--- config.mk ---
export PLATFORM = sky130hd
export DESIGN_NAME = rgb_to_hsl_pixel
export DESIGN_NICKNAME = d
export VERILOG_FILES = /design/src/hdl/rth_pkg.sv /design/src/hdl/rth_prep.sv /design/src/hdl/rth_div_stage.sv /design/src/hdl/rth_post.sv /design/src/hdl/rgb_to_hsl_pixel.sv
export SDC_FILE = /design/constraint.sdc
export NUM_CORES = 1
export LEC_CHECK = 0
export BUFFER_PORTS_ARGS = -buffer_cell sky130_fd_sc_hd__buf_2
export CAP_MARGIN = 20
export CORE_MARGIN = 5
export CORE_UTILIZATION = 40
export DETAILED_ROUTE_END_ITERATION = 6
export SYNTH_ARGS = -nofsm -noshare
export SYNTH_HDL_FRONTEND = slang
export SYNTH_SLANG_ARGS = --single-unit
--- constraint.sdc ---
create_clock -name clk -period 5.7 [get_ports clk]
set_clock_uncertainty 0.2 [all_clocks]
set_input_delay 1.14 -clock clk [delete_from_list [all_inputs] [get_ports clk]]
set_output_delay 1.14 -clock clk [all_outputs]
set_load 0.005 [all_outputs]
--- src/hdl/rth_pkg.sv ---
// Package for the RGB to HSL pixel converter: shared constants, pipeline
// record types and the restoring divider step used by the divider stages.
// No dependencies.
package rth_pkg;

  // Hue scale: one sector of 60 degrees in sixteenths of a degree.
  localparam int unsigned HUE_SECTOR = 960;
  localparam int unsigned HUE_FULL   = 6 * HUE_SECTOR;

  // Channel and arithmetic widths.
  localparam int unsigned CH_W    = 8;
  localparam int unsigned HUE_W   = 13;
  localparam int unsigned NUM_W   = 18;  // 255 * 960 needs 18 bits
  localparam int unsigned QUO_W   = 10;  // every quotient stays below 1024
  localparam int unsigned MAG_W   = QUO_W + 1;

  // Divider pipeline: two quotient bits per register stage.
  localparam int unsigned STEPS_PER_STAGE = 2;
  localparam int unsigned DIV_STAGES      = QUO_W / STEPS_PER_STAGE;

  // Which channel holds the maximum; ties go red, then green.
  typedef enum logic [1:0] {
    SEC_RED   = 2'd0,
    SEC_GREEN = 2'd1,
    SEC_BLUE  = 2'd2
  } sector_t;

  // One divider lane: partial remainder, shifting numerator/quotient bits
  // and the divisor.
  typedef struct packed {
    logic [CH_W-1:0]  rem;
    logic [QUO_W-1:0] bits;
    logic [CH_W-1:0]  den;
  } div_lane_t;

  // Fields that ride alongside the divisions.
  typedef struct packed {
    sector_t         sector;
    logic            neg;
    logic            gray;
    logic [CH_W-1:0] light;
  } side_t;

  // One item in flight through the divider.
  typedef struct packed {
    div_lane_t hue;
    div_lane_t sat;
    side_t     side;
  } pipe_t;

  // One restoring division step: shift in the next numerator bit, subtract
  // the divisor when it fits, and shift the quotient bit in at the bottom.
  function automatic div_lane_t div_step(div_lane_t l);
    logic [CH_W:0] trial;
    logic          qbit;
    div_lane_t     res;
    trial   = {l.rem, l.bits[QUO_W-1]};
    qbit    = (trial >= {1'b0, l.den});
    res.den = l.den;
    if (qbit) begin
      res.rem = CH_W'(trial - {1'b0, l.den});
    end else begin
      res.rem = trial[CH_W-1:0];
    end
    res.bits = {l.bits[QUO_W-2:0], qbit};
    return res;
  endfunction

endpackage

--- src/hdl/rth_prep.sv ---
// Front end of the converter: two register stages that find max, min and
// chroma, then form the hue and saturation numerators and divisors.
// Depends on rth_pkg.
module rth_prep
  import rth_pkg::*;
(
  input  logic            clk,
  input  logic            rst_n,
  input  logic            up_valid,
  output logic            up_ready,
  input  logic [CH_W-1:0] red,
  input  logic [CH_W-1:0] green,
  input  logic [CH_W-1:0] blue,
  output logic            dn_valid,
  input  logic            dn_ready,
  output pipe_t           dn_data
);

  // Stage one registers.
  logic            s1_valid_r;
  sector_t         s1_sector_r;
  logic [CH_W-1:0] s1_chroma_r;
  logic [CH_W:0]   s1_sum_r;
  logic            s1_neg_r;
  logic [CH_W-1:0] s1_mag_r;

  // Stage two registers.
  logic            s2_valid_r;
  pipe_t           s2_data_r;

  logic            s1_en;
  logic            s2_en;

  // Stage one combinational results.
  sector_t         sector_nxt;
  logic [CH_W-1:0] max_ch;
  logic [CH_W-1:0] min_ch;
  logic [CH_W:0]   diff;
  logic [CH_W-1:0] mag_nxt;

  // Stage two combinational results.
  logic [NUM_W-1:0] hue_num;
  logic [NUM_W-1:0] sat_num;
  logic [CH_W:0]    sum_dev;
  logic [CH_W-1:0]  sat_den;
  pipe_t            s2_data_nxt;

  // A stage loads when it is empty or its content moves on.
  assign s2_en    = !s2_valid_r || dn_ready;
  assign s1_en    = !s1_valid_r || s2_en;
  assign up_ready = s1_en;
  assign dn_valid = s2_valid_r;
  assign dn_data  = s2_data_r;

  // Pick the largest channel and the signed difference of the other two.
  always_comb begin
    if (red >= green && red >= blue) begin
      sector_nxt = SEC_RED;
      max_ch     = red;
      diff       = {1'b0, green} - {1'b0, blue};
    end else if (green >= blue) begin
      sector_nxt = SEC_GREEN;
      max_ch     = green;
      diff       = {1'b0, blue} - {1'b0, red};
    end else begin
      sector_nxt = SEC_BLUE;
      max_ch     = blue;
      diff       = {1'b0, red} - {1'b0, green};
    end
    min_ch = red;
    if (green < min_ch) begin
      min_ch = green;
    end
    if (blue < min_ch) begin
      min_ch = blue;
    end
    if (diff[CH_W]) begin
      mag_nxt = CH_W'(-diff);
    end else begin
      mag_nxt = diff[CH_W-1:0];
    end
  end

  always_ff @(posedge clk) begin
    if (!rst_n) begin
      s1_valid_r <= 1'b0;
    end else if (s1_en) begin
      s1_valid_r <= up_valid;
    end
  end

  always_ff @(posedge clk) begin
    if (s1_en) begin
      s1_sector_r <= sector_nxt;
      s1_chroma_r <= max_ch - min_ch;
      s1_sum_r    <= {1'b0, max_ch} + {1'b0, min_ch};
      s1_neg_r    <= diff[CH_W];
      s1_mag_r    <= mag_nxt;
    end
  end

  // Numerators, saturation divisor and the divider lanes' start values.
  // The top numerator bits go straight into the remainder, since every
  // quotient fits in QUO_W bits.
  always_comb begin
    hue_num = NUM_W'(s1_mag_r) * NUM_W'(HUE_SECTOR);
    sat_num = NUM_W'(s1_chroma_r) * NUM_W'(8'd255);
    if (s1_sum_r >= 9'd255) begin
      sum_dev = s1_sum_r - 9'd255;
    end else begin
      sum_dev = 9'd255 - s1_sum_r;
    end
    sat_den = CH_W'(9'd255 - sum_dev);

    s2_data_nxt.hue.rem     = hue_num[NUM_W-1:QUO_W];
    s2_data_nxt.hue.bits    = hue_num[QUO_W-1:0];
    s2_data_nxt.hue.den     = s1_chroma_r;
    s2_data_nxt.sat.rem     = sat_num[NUM_W-1:QUO_W];
    s2_data_nxt.sat.bits    = sat_num[QUO_W-1:0];
    s2_data_nxt.sat.den     = sat_den;
    s2_data_nxt.side.sector = s1_sector_r;
    s2_data_nxt.side.neg    = s1_neg_r;
    s2_data_nxt.side.gray   = (s1_chroma_r == '0);
    s2_data_nxt.side.light  = s1_sum_r[CH_W:1];
  end

  always_ff @(posedge clk) begin
    if (!rst_n) begin
      s2_valid_r <= 1'b0;
    end else if (s2_en) begin
      s2_valid_r <= s1_valid_r;
    end
  end

  always_ff @(posedge clk) begin
    if (s2_en) begin
      s2_data_r <= s2_data_nxt;
    end
  end

  // The restoring divider needs each starting remainder below its divisor.
  a_hue_rem_start: assert property (@(posedge clk) disable iff (!rst_n)
    s2_valid_r && !s2_data_r.side.gray |-> s2_data_r.hue.rem < s2_data_r.hue.den)
    else $error("hue divider starts with remainder not below divisor");

  a_sat_rem_start: assert property (@(posedge clk) disable iff (!rst_n)
    s2_valid_r && !s2_data_r.side.gray |-> s2_data_r.sat.rem < s2_data_r.sat.den)
    else $error("saturation divider starts with remainder not below divisor");

endmodule

--- src/hdl/rth_div_stage.sv ---
// One register stage of the pipelined divider: STEPS_PER_STAGE restoring
// steps on both the hue and the saturation lane.
// Depends on rth_pkg.
module rth_div_stage
  import rth_pkg::*;
(
  input  logic  clk,
  input  logic  rst_n,
  input  logic  up_valid,
  output logic  up_ready,
  input  pipe_t up_data,
  output logic  dn_valid,
  input  logic  dn_ready,
  output pipe_t dn_data
);

  logic  valid_r;
  pipe_t data_r;
  pipe_t data_nxt;
  logic  en;

  assign en       = !valid_r || dn_ready;
  assign up_ready = en;
  assign dn_valid = valid_r;
  assign dn_data  = data_r;

  // Chained division steps on both lanes; side fields pass unchanged.
  always_comb begin
    data_nxt = up_data;
    for (int unsigned i = 0; i < STEPS_PER_STAGE; i++) begin
      data_nxt.hue = div_step(data_nxt.hue);
      data_nxt.sat = div_step(data_nxt.sat);
    end
  end

  always_ff @(posedge clk) begin
    if (!rst_n) begin
      valid_r <= 1'b0;
    end else if (en) begin
      valid_r <= up_valid;
    end
  end

  always_ff @(posedge clk) begin
    if (en) begin
      data_r <= data_nxt;
    end
  end

  // A held item stays put until the next stage takes it.
  a_hold: assert property (@(posedge clk) disable iff (!rst_n)
    valid_r && !dn_ready |=> valid_r && $stable(data_r))
    else $error("divider stage lost or changed a stalled item");

endmodule

--- src/hdl/rth_post.sv ---
// Output stage: rounds the hue quotient toward minus infinity, adds the
// sector offset, zeroes hue and saturation for a gray pixel and registers the result fields.
// Depends on rth_pkg.
module rth_post
  import rth_pkg::*;
(
  input  logic             clk,
  input  logic             rst_n,
  input  logic             up_valid,
  output logic             up_ready,
  input  pipe_t            up_data,
  output logic             dn_valid,
  input  logic             dn_ready,
  output logic [HUE_W-1:0] hue,
  output logic [CH_W-1:0]  saturation,
  output logic [CH_W-1:0]  lightness
);

  logic             valid_r;
  logic [HUE_W-1:0] hue_r;
  logic [CH_W-1:0]  sat_r;
  logic [CH_W-1:0]  light_r;

  logic             en;
  logic [MAG_W-1:0] mag;
  logic [HUE_W-1:0] base;
  logic [HUE_W-1:0] hue_nxt;
  logic [CH_W-1:0]  sat_nxt;

  assign en         = !valid_r || dn_ready;
  assign up_ready   = en;
  assign dn_valid   = valid_r;
  assign hue        = hue_r;
  assign saturation = sat_r;
  assign lightness  = light_r;

  // A negative quotient with a remainder rounds one step further down.
  always_comb begin
    mag = {1'b0, up_data.hue.bits};
    if (up_data.side.neg && (up_data.hue.rem != '0)) begin
      mag = mag + MAG_W'(1);
    end
    case (up_data.side.sector)
      SEC_RED: begin
        base = up_data.side.neg ? HUE_W'(HUE_FULL) : '0;
      end
      SEC_GREEN: begin
        base = HUE_W'(2 * HUE_SECTOR);
      end
      SEC_BLUE: begin
        base = HUE_W'(4 * HUE_SECTOR);
      end
      default: begin
        base = '0;
      end
    endcase
    if (up_data.side.gray) begin
      hue_nxt = '0;
      sat_nxt = '0;
    end else begin
      if (up_data.side.neg) begin
        hue_nxt = base - HUE_W'(mag);
      end else begin
        hue_nxt = base + HUE_W'(mag);
      end
      sat_nxt = up_data.sat.bits[CH_W-1:0];
    end
  end

  always_ff @(posedge clk) begin
    if (!rst_n) begin
      valid_r <= 1'b0;
    end else if (en) begin
      valid_r <= up_valid;
    end
  end

  always_ff @(posedge clk) begin
    if (en) begin
      hue_r   <= hue_nxt;
      sat_r   <= sat_nxt;
      light_r <= up_data.side.light;
    end
  end

  // Quotients out of the divider stay inside their ranges.
  a_quot_range: assert property (@(posedge clk) disable iff (!rst_n)
    up_valid && !up_data.side.gray |->
      up_data.hue.bits <= QUO_W'(HUE_SECTOR) && up_data.sat.bits[QUO_W-1:CH_W] == '0)
    else $error("divider quotient out of range");

  a_hue_range: assert property (@(posedge clk) disable iff (!rst_n)
    valid_r |-> hue_r < HUE_W'(HUE_FULL))
    else $error("hue result not below a full circle");

endmodule

--- src/hdl/rgb_to_hsl_pixel.sv ---
// Top level of the RGB to HSL pixel converter: front end, divider stages
// and output stage in one pipeline.
// Depends on rth_pkg, rth_prep, rth_div_stage and rth_post.
//
// Usage:
//   One 8-bit RGB pixel is a transfer on the input channel (in_valid,
//   in_ready, in_red, in_green, in_blue). Each pixel gives exactly one
//   result transfer on the output channel (out_valid, out_ready, out_hue,
//   out_saturation, out_lightness), in input order. Hue is in sixteenths
//   of a degree (0..5759), saturation and lightness are on a 0..255 scale.
//   A gray pixel gives hue 0 and saturation 0.
//   The pixel passes eight register stages: two front-end stages, five
//   divider stages at two quotient bits each, and the output register.
//   With out_ready held high, throughput is one pixel per cycle, set
//   by the fully pipelined divider.
//   Every stage carries its own valid bit and loads when it is empty or
//   its content moves on, so a stall at the output fills empty stages
//   before in_ready drops, and no pixel is lost or repeated.
//   Reset clears all valid bits; the data registers are not reset.
module rgb_to_hsl_pixel
  import rth_pkg::*;
(
  input  logic             clk,
  input  logic             rst_n,
  input  logic             in_valid,
  output logic             in_ready,
  input  logic [CH_W-1:0]  in_red,
  input  logic [CH_W-1:0]  in_green,
  input  logic [CH_W-1:0]  in_blue,
  output logic             out_valid,
  input  logic             out_ready,
  output logic [HUE_W-1:0] out_hue,
  output logic [CH_W-1:0]  out_saturation,
  output logic [CH_W-1:0]  out_lightness
);

  // Links between stages: link 0 leaves the front end, the last link
  // enters the output stage.
  logic  link_valid [DIV_STAGES+1];
  logic  link_ready [DIV_STAGES+1];
  pipe_t link_data  [DIV_STAGES+1];

  // Front end.
  rth_prep u_prep (
    .clk      (clk),
    .rst_n    (rst_n),
    .up_valid (in_valid),
    .up_ready (in_ready),
    .red      (in_red),
    .green    (in_green),
    .blue     (in_blue),
    .dn_valid (link_valid[0]),
    .dn_ready (link_ready[0]),
    .dn_data  (link_data[0])
  );

  // Divider stages.
  for (genvar s = 0; s < DIV_STAGES; s++) begin : g_div
    rth_div_stage u_div (
      .clk      (clk),
      .rst_n    (rst_n),
      .up_valid (link_valid[s]),
      .up_ready (link_ready[s]),
      .up_data  (link_data[s]),
      .dn_valid (link_valid[s+1]),
      .dn_ready (link_ready[s+1]),
      .dn_data  (link_data[s+1])
    );
  end

  // Output stage.
  rth_post u_post (
    .clk        (clk),
    .rst_n      (rst_n),
    .up_valid   (link_valid[DIV_STAGES]),
    .up_ready   (link_ready[DIV_STAGES]),
    .up_data    (link_data[DIV_STAGES]),
    .dn_valid   (out_valid),
    .dn_ready   (out_ready),
    .hue        (out_hue),
    .saturation (out_saturation),
    .lightness  (out_lightness)
  );

endmodule
Word level (Yosys, flattened, before mapping)
Index checks and enable logic that the tools add are counted.
Operators by class
  reductions and logical operators: 21
  order comparisons: 26
  add/sub/neg operators: 31
  muxes and demuxes: 32
  eq/ne operators: 2
  multiply operators: 2
Operators with widths (count)
  8-bit two-way mux: 25
  9-bit by 8-bit >= comparator with 1-bit output: 19
  8-bit subtractor: 19
  13-bit one-hot mux with 3 select lines: 1
  8-bit by 8-bit subtractor with 9-bit output: 3
  13-bit two-way mux: 2
  8-bit >= comparator: 3
  9-bit two-way mux: 2
  8-bit < comparator: 2
  8-bit by 8-bit multiplier with 16-bit output, second input constant: 1
  8-bit subtractor, first input constant: 2
  13-bit by 11-bit adder with 13-bit output: 1
  13-bit by 11-bit subtractor with 13-bit output: 1
  8-bit by 4-bit multiplier with 12-bit output, second input constant: 1
  10-bit by 1-bit adder with 11-bit output, second input constant: 1
  11-bit two-way mux: 1
  8-bit by 8-bit adder with 9-bit output: 1
  9-bit by 8-bit >= comparator with 1-bit output, second input constant: 1
  7-bit by 8-bit >= comparator with 1-bit output: 1
  1-bit zero test: 8
  8-bit zero test: 1
  1-bit logical OR: 8
  8-bit negator: 1
  8-bit nonzero test: 1
  7 further kinds: 8
Word-level totals
  bits in registers: 397
  output and inout bits: 31
  input port bits: 28

Logic depth before layout (Yosys ltp)
Gate-level depths: netlist of the first run.
  depth in word-level cells: 9
  depth in mapped cells: 28
  depth with buffers taken out: 27

By module
A second synthesis of the first run with hierarchy kept.
Second synthesis, totals
  cell total of the unflattened synthesis: 2452
  area total of the unflattened synthesis: 28672.5 sq um
By module, submodules not included
  rth_div_stage at g_div[0].u_div ...: sequential area each 1941.9 sq um, times used 3, area an instance 3721.1 sq um, cells an instance 301
  rth_prep: sequential area each 2502.4 sq um, times used 1, area an instance 7782.5 sq um, cells an instance 731
  rth_div_stage at g_div[3].u_div: sequential area each 1941.9 sq um, times used 1, area an instance 3852.4 sq um, cells an instance 301
  rth_div_stage at g_div[2].u_div: sequential area each 1941.9 sq um, times used 1, area an instance 3686.0 sq um, cells an instance 290
  rth_post: sequential area each 890.9 sq um, times used 1, area an instance 2188.3 sq um, cells an instance 227

Worst setup path before layout of the first run
No wires, ideal clock.
  path kind: input port to flip-flop
  start point: input in_green[2]
  end point: register u_prep.s1_chroma_r[7], data pin
  path buffers: 2
  setup slack: -126 ps
  arrival: 5364 ps
  cell stages on the path: 28
  path through: inv_1 -> ha_1 -> nand3b_1 -> a21boi_0 -> o31ai_1 -> a21oi_1 -> clkbuf_1 -> nor2_1 -> a21oi_1 -> ha_1 -> o21a_1 -> o21a_1 -> o21ai_0 -> nand2b_1 -> buf_1 -> a21oi_1 -> o21ai_0 -> a21o_1 -> ha_1 -> o21bai_1 -> a21oi_1 -> nor2_1 -> nor2_1 -> nor2_1 -> nor2_1 -> o21bai_1 -> a21oi_1 -> xor2_1
On the way
  word-level cells in the longest chain between the ends: 5
  elaborated cells between the ends (all ways): 10
  classes of those cells: 1 x add/sub; 4 x order compare; 4 x mux; 1 x reduce/logical
RTL lines
  start: declaration: RTL line rgb_to_hsl_pixel.sv:28  | input logic [CH_W-1:0] in_green,
  8-bit < comparator: RTL line rth_prep.sv:71  | if (green < min_ch) begin
  8-bit two-way mux: RTL line rth_prep.sv:71
  8-bit < comparator: RTL line rth_prep.sv:74  | if (blue < min_ch) begin
  8-bit two-way mux: RTL line rth_prep.sv:74
  8-bit subtractor *: RTL line rth_prep.sv:95  | s1_chroma_r <= max_ch - min_ch;
  end signal: assignment: RTL line rth_prep.sv:95
  end: declaration: RTL line rth_prep.sv:22  | logic [CH_W-1:0] s1_chroma_r;
Mark *: on every way between the ends. The rest lies on a longest branch, timed or not.
A chain may end at the register's enable or synchronous reset.

==> results of run 1 <==
## cells in the mapped netlist (3+ instances only)
master / n / area share
edfxtp_1: 375 / 0.44
a21boi_0: 16 / 0.0047
clkbuf_1: 11 / 0.0016
buf_2: 5 / 0.00099
o31ai_1: 3 / 0.00089
o21ai_0: 97 / 0.019
nand4_1: 31 / 0.0076
nand2_1: 81 / 0.012
nor2_1: 168 / 0.025
o21ai_1: 8 / 0.0016
and3_1: 3 / 0.00074
a221oi_4: 8 / 0.0083
and2_1: 5 / 0.0012
o21bai_1: 18 / 0.0053
nand3_1: 33 / 0.0065
nand2b_1: 31 / 0.0076
nor3_1: 16 / 0.0032
o21ai_2: 4 / 0.0014
xor2_1: 65 / 0.022
o211a_1: 3 / 0.0012
fa_1: 64 / 0.050
inv_1: 255 / 0.038
nor3b_1: 3 / 0.00089
xnor2_1: 99 / 0.034
nand3b_1: 8 / 0.0024
mux2_2: 123 / 0.055
inv_2: 3 / 0.00044
o2111ai_1: 3 / 0.0010
mux2i_1: 37 / 0.015
o21a_1: 27 / 0.0080
or3_1: 9 / 0.0022
nor2b_1: 47 / 0.012
a21o_1: 60 / 0.018
a21boi_1: 7 / 0.0021
dfxtp_1: 8 / 0.0063
ha_1: 270 / 0.13
a31oi_1: 15 / 0.0037
a21oi_1: 118 / 0.023
or2_2: 9 / 0.0022
a21oi_2: 8 / 0.0028
## path summary, 6_finish.rpt
kind | from | endpoint | slack (ps) | cells past startpoint
max | u_prep.dn_data[39] | g_div[0].u_div.dn_data[60] | 310 | 22
min | g_div[1].u_div.dn_data[25] | g_div[2].u_div.dn_data[27] | 220 | 0
max reg2reg | u_prep.dn_data[39] | g_div[0].u_div.dn_data[60] | 310 | 22
min reg2reg | g_div[1].u_div.dn_data[25] | g_div[2].u_div.dn_data[27] | 220 | 0
## sequential cells by signal, summed over array words and instances (netlist names), 2 cells and up
name	count
u_prep.s1_chroma_r	7
u_prep.s1_sector_r	2
u_post.hue	13
u_prep.s1_mag_r	8
u_post.lightness	8
g_div.u_div.dn_valid	5
u_prep.dn_data	55
u_post.saturation	8
g_div.u_div.dn_data	264
u_prep.s1_sum_r	9
## layout make-up
class / count / area (µm²) / area share
inverters: 258 / 968 / 0.0337
flip-flops and latches: 383 / 11400 / 0.397
repair buffers: 136 / 971 / 0.0338
multi-input cells: 1535 / 12900 / 0.450
clock inverters: 25 / 226 / 0.00788
diodes: 1 / 2.50 / 0.0000871
well taps: 846 / 1060 / 0.0368
clock buffers: 51 / 1150 / 0.0399
## metal layers
metal / wire length [µm] / vias up / global-route usage
li1: - / 8182 / -
met1: 21500 / 7759 / 0.179
met2: 24400 / 223 / 0.256
met3: 1550 / 82 / 0.0204
met4: 1320 / 2 / 0.0436
met5: 20 / - / 0
## metrics by stage
| stage | setup WS, ps | util |
|---|---|---|
| after floorplan | 41.3 | - |
| after global placement | -206 | 0.431 |
| after detailed placement | -367 | 0.432 |
| after CTS | 144 | 0.454 |
| after global routing | 19.8 | 0.456 |
| final | 313 | 0.456 |
## cells by family after synthesis
group / after synthesis
multiplexers: 162
flip-flops: 383
buffers and inverters: 276
AND/OR/NAND/NOR: 456
adder cells (fa/ha/maj): 334
XOR/XNOR: 164
AO/OA/AOI/OAI: 419
## timing repair
item | 4_1_cts | 5_1_grt
endpoints found under the setup margin | 0 | 36
hold endpoints to repair | 0 | 0
resized for setup | 0 | 8
setup buffers | 0 | 6
==> flow_metrics.tcl, run 1 <==
set metrics [dict create \
    status "finished, final reports clean" \
    syn2layout_area_growth_pct 13.2 \
    path_buf_inv 3 \
    first_pass_iters 5 \
    dp_hpwl_um 38800 \
    muxShareOfSynthArea 0.0702 \
    synth_edf_count 375 \
    drtAntennaViolNets 0 \
    vias 16200 \
    pin_count 59 \
    cts_tree "done" \
    row_count 92 \
    hold_viol 0 \
    avgSynthCellArea_um2 11.6 \
    clockBufferDepth 3 \
    final_cell_mix "edfxtp_1, ha_1, inv_1" \
    yosysUniqueCellTypes 68 \
    syn_nets 2556 \
    final_common_cell "edfxtp_1" \
    synthAdderAreaFrac 0.184 \
    hp-class "register to register" \
    min_period_ps 5390 \
    grt_pass1_wl_um 81700 \
    ctsHoldBuffers 0 \
    wl_per_cell_um 15.1 \
    antenna_found_initial 2 \
    core_mm2 0.0630 \
    setup_violations 0 \
    drive_gt1_frac 0.159 \
    path_clk_slew_ps 60 \
    fin_nets 2718 \
    critPathTopFamily "compound AO/OA/AOI/OAI gates" \
    via_per_inst 5.02 \
    synth-xor-area-share 0.0566 \
    synthCells 2194 \
    drt-total-wl_um 48800 \
    grt_overflow_total 0 \
    final_cells 3235 \
    grt_use_total 0.142 \
    worst_slew_pin_slew_ps 736 \
    h-tree-depth 2 \
    place_area_mm2 0.0272 \
    whs_ps 215 \
    path_cells "inv_1, ha_1, nor2b_1, o21ai_0, a21boi_0, o21a_1, o21ai_0, a21oi_1, a21oi_2, mux2_2, inv_1, ha_1, nor2b_1, o21ai_0, nand2b_1, a21o_1, a21o_1, a31oi_2, o21ai_1, a221oi_4, buf_12, mux2_2" \
    max_freq_ghz 0.186 \
    maxCapViolations 0 \
    worst_path_most_repeated_cell "o21ai_0" \
    num-fill-cells 5713 \
    async_flop_share 0 \
    drtIter0Drc 709 \
    grt_setup_unrepaired "false" \
    crit_path_end_kind "register" \
    portBuffers 58 \
    cpMaxStageDelayCell "edfxtp_1" \
    grt_start_max_net_pins 58 \
    synth_compound_area_frac 0.111 \
    synth_top_family_by_area "adder cells" \
    crit_type "register to register" \
    setup_tns_ps 0 \
    globalplace.congestion 0.884 \
    period_share 0.945 \
    synth_area_mm2 0.0254 \
    chipHeight_um 262 \
    dp.cells 3148 \
    die-area_mm2 0.0686 \
    slew-limit-headroom 0.509 \
    cp.arrival_ps 5490 \
    critPathMaxFanout 7 \
    critPathMaxStageDelay_ps 480 \
    startpoint_type "register" \
    start_util 0.403 \
    clk_latency_ps 550 \
    synth-simple-area-share 0.0879 \
    cts.sinks 383 \
    die_x_um 262 \
    synth_ff_type "edfxtp_1" \
    first_global_vias 16900 \
    ys_seq_area_frac 0.450 \
    cts_root_buf "clkbuf_16" \
    synth-seq-cells 383 \
    ys_warn_count 0 \
    maxSlewViolCount 0 \
    cts_made_buffers 42 \
    required_ps 5800 \
    finalInstanceArea_mm2 0.0287 \
    route.detailed.drc 0 \
]
Power of run 1 is not shown: default switching activity piles up to over one toggle a cycle in this logic, so the estimate is an artifact.
==> inputs of run 2 (changes only) <==
- CORE_ASPECT_RATIO: default -> 0.9
==> run 2 against run 1 <==
Compared with the run above:
- routed wire length up 0.19%
- critical path depth down 3
- global-route usage down 0.060 points
- clock-buffer cell count up 1
- design area up 0.20%
- highest routed layer unchanged
==> flow_metrics.tcl, run 2 (same netlist as run 1, synthesis figures left out) <==
set metrics [dict create \
    path_buf_inv 2 \
    required_ps 5800 \
    pin_count 59 \
    final_cell_mix "edfxtp_1, ha_1, inv_1" \
    critPathMaxStageDelay_ps 550 \
    fin_nets 2711 \
    drtAntennaViolNets 0 \
    chipHeight_um 249 \
    min_period_ps 5360 \
    diodes 0 \
    core_mm2 0.0628 \
    portBuffers 58 \
    final_common_cell "edfxtp_1" \
    die-area_mm2 0.0686 \
    utilization 0.458 \
    drive_gt1_frac 0.158 \
    vias 16300 \
    globalplace.congestion 0.894 \
    drtIter0Drc 765 \
    start_util 0.404 \
    crit_type "register to register" \
    place_area_mm2 0.0271 \
    largest_reg_flops 264 \
    hp-class "register to register" \
    num-fill-cells 5739 \
    wl_per_cell_um 15.1 \
    cts_root_buf "clkbuf_16" \
    worst_path_most_repeated_cell "a21o_1" \
    finalInstanceArea_mm2 0.0288 \
    path_clk_slew_ps 60 \
    grt_overflow_total 0 \
    worst_slew_pin_slew_ps 1040 \
    grt_start_max_net_pins 58 \
    cts_made_buffers 44 \
    period_share 0.940 \
    status "finished, final reports clean" \
    startpoint_type "register" \
    grt_use_total 0.142 \
    cts.sinks 383 \
    drt-total-wl_um 48900 \
    crit_path_end_kind "register" \
    max_freq_ghz 0.187 \
    critPathMaxFanout 9 \
    cpMaxStageDelayCell "a221oi_4" \
    die_x_um 276 \
    setup_tns_ps 0 \
    row_count 87 \
    first_global_vias 16800 \
    slew-limit-headroom 0.307 \
    maxCapViolations 0 \
    antenna_found_initial 3 \
    dp_hpwl_um 38900 \
    path_cells "inv_1, ha_1, nor2b_1, o21ai_1, a21boi_1, o21ai_2, a21boi_1, o311a_1, nor2_1, buf_4, mux2_2, ha_1, a21o_1, a21o_1, a21o_1, a31oi_2, o21ai_1, a221oi_4, mux2_2" \
    cts_tree "done" \
    clockBufferDepth 3 \
    route.detailed.drc 0 \
    setup_violations 0 \
    syn2layout_area_growth_pct 13.4 \
    grt_pass1_wl_um 82300 \
    first_pass_iters 6 \
    hold_viol 0 \
    clk_latency_ps 550 \
    critPathTopFamily "compound AO/OA/AOI/OAI gates" \
    maxSlewViolCount 0 \
    cp.arrival_ps 5460 \
    via_per_inst 5.03 \
    whs_ps 208 \
    h-tree-depth 2 \
]
## run 2: cell type report
cell class | instances | area (µm²) | area share
inverters | 258 | 968 | 0.0336
repair buffers | 127 | 871 | 0.0302
well taps | 845 | 1060 | 0.0367
clock buffers | 52 | 1200 | 0.0418
clock inverters | 30 | 329 | 0.0114
flip-flops and latches | 383 | 11400 | 0.397
multi-input cells | 1535 | 12900 | 0.450
## run 2: layer usage
layer | GRT usage | vias up | part of all wire
li1 | - | 8168 | -
met3 | 0.0258 | 77 | 0.042
met5 | 0 | - | 0.00076
met1 | 0.189 | 7730 | 0.47
met4 | 0.0381 | 6 | 0.020
met2 | 0.239 | 278 | 0.47
## run 2: through the flow
| stage | cells | setup WS, ps |
|---|---|---|
| detailed placement | 3139 | -277 |
| floorplan | 2194 | 41.3 |
| finish | 3230 | 342 |
| CTS | 3221 | 188 |
| global route | 3230 | -11.4 |
| global placement | 3138 | -176 |
## run 2: what timing repair did
item,in CTS,in global routing
setup buffers,0,6
hold buffers,0,0
resized for setup,0,7
endpoints found under the setup margin,0,38
## run 2: worst paths after layout
kind | from | to | slack [ps] | depth (start not counted)
max | g_div[1].u_div.dn_data[39] | g_div[2].u_div.dn_data[63] | 340 | 19
min | g_div[0].u_div.dn_data[11] | g_div[1].u_div.dn_data[11] | 210 | 0
max reg2reg | g_div[1].u_div.dn_data[39] | g_div[2].u_div.dn_data[63] | 340 | 19
min reg2reg | g_div[0].u_div.dn_data[11] | g_div[1].u_div.dn_data[11] | 210 | 0
## run 2: worst register-to-register path, delay by kind of cell (launching register included)
| kind | cells | cell delay [ps] |
|---|---|---|
| mux | 2 | 750 |
| buf+inv | 2 | 360 |
| flops | 1 | 420 |
| fa+ha+maj | 2 | 600 |
| simple gates | 2 | 370 |
| compound gates | 11 | 2420 |
Power of run 2 is left out for the same reason.
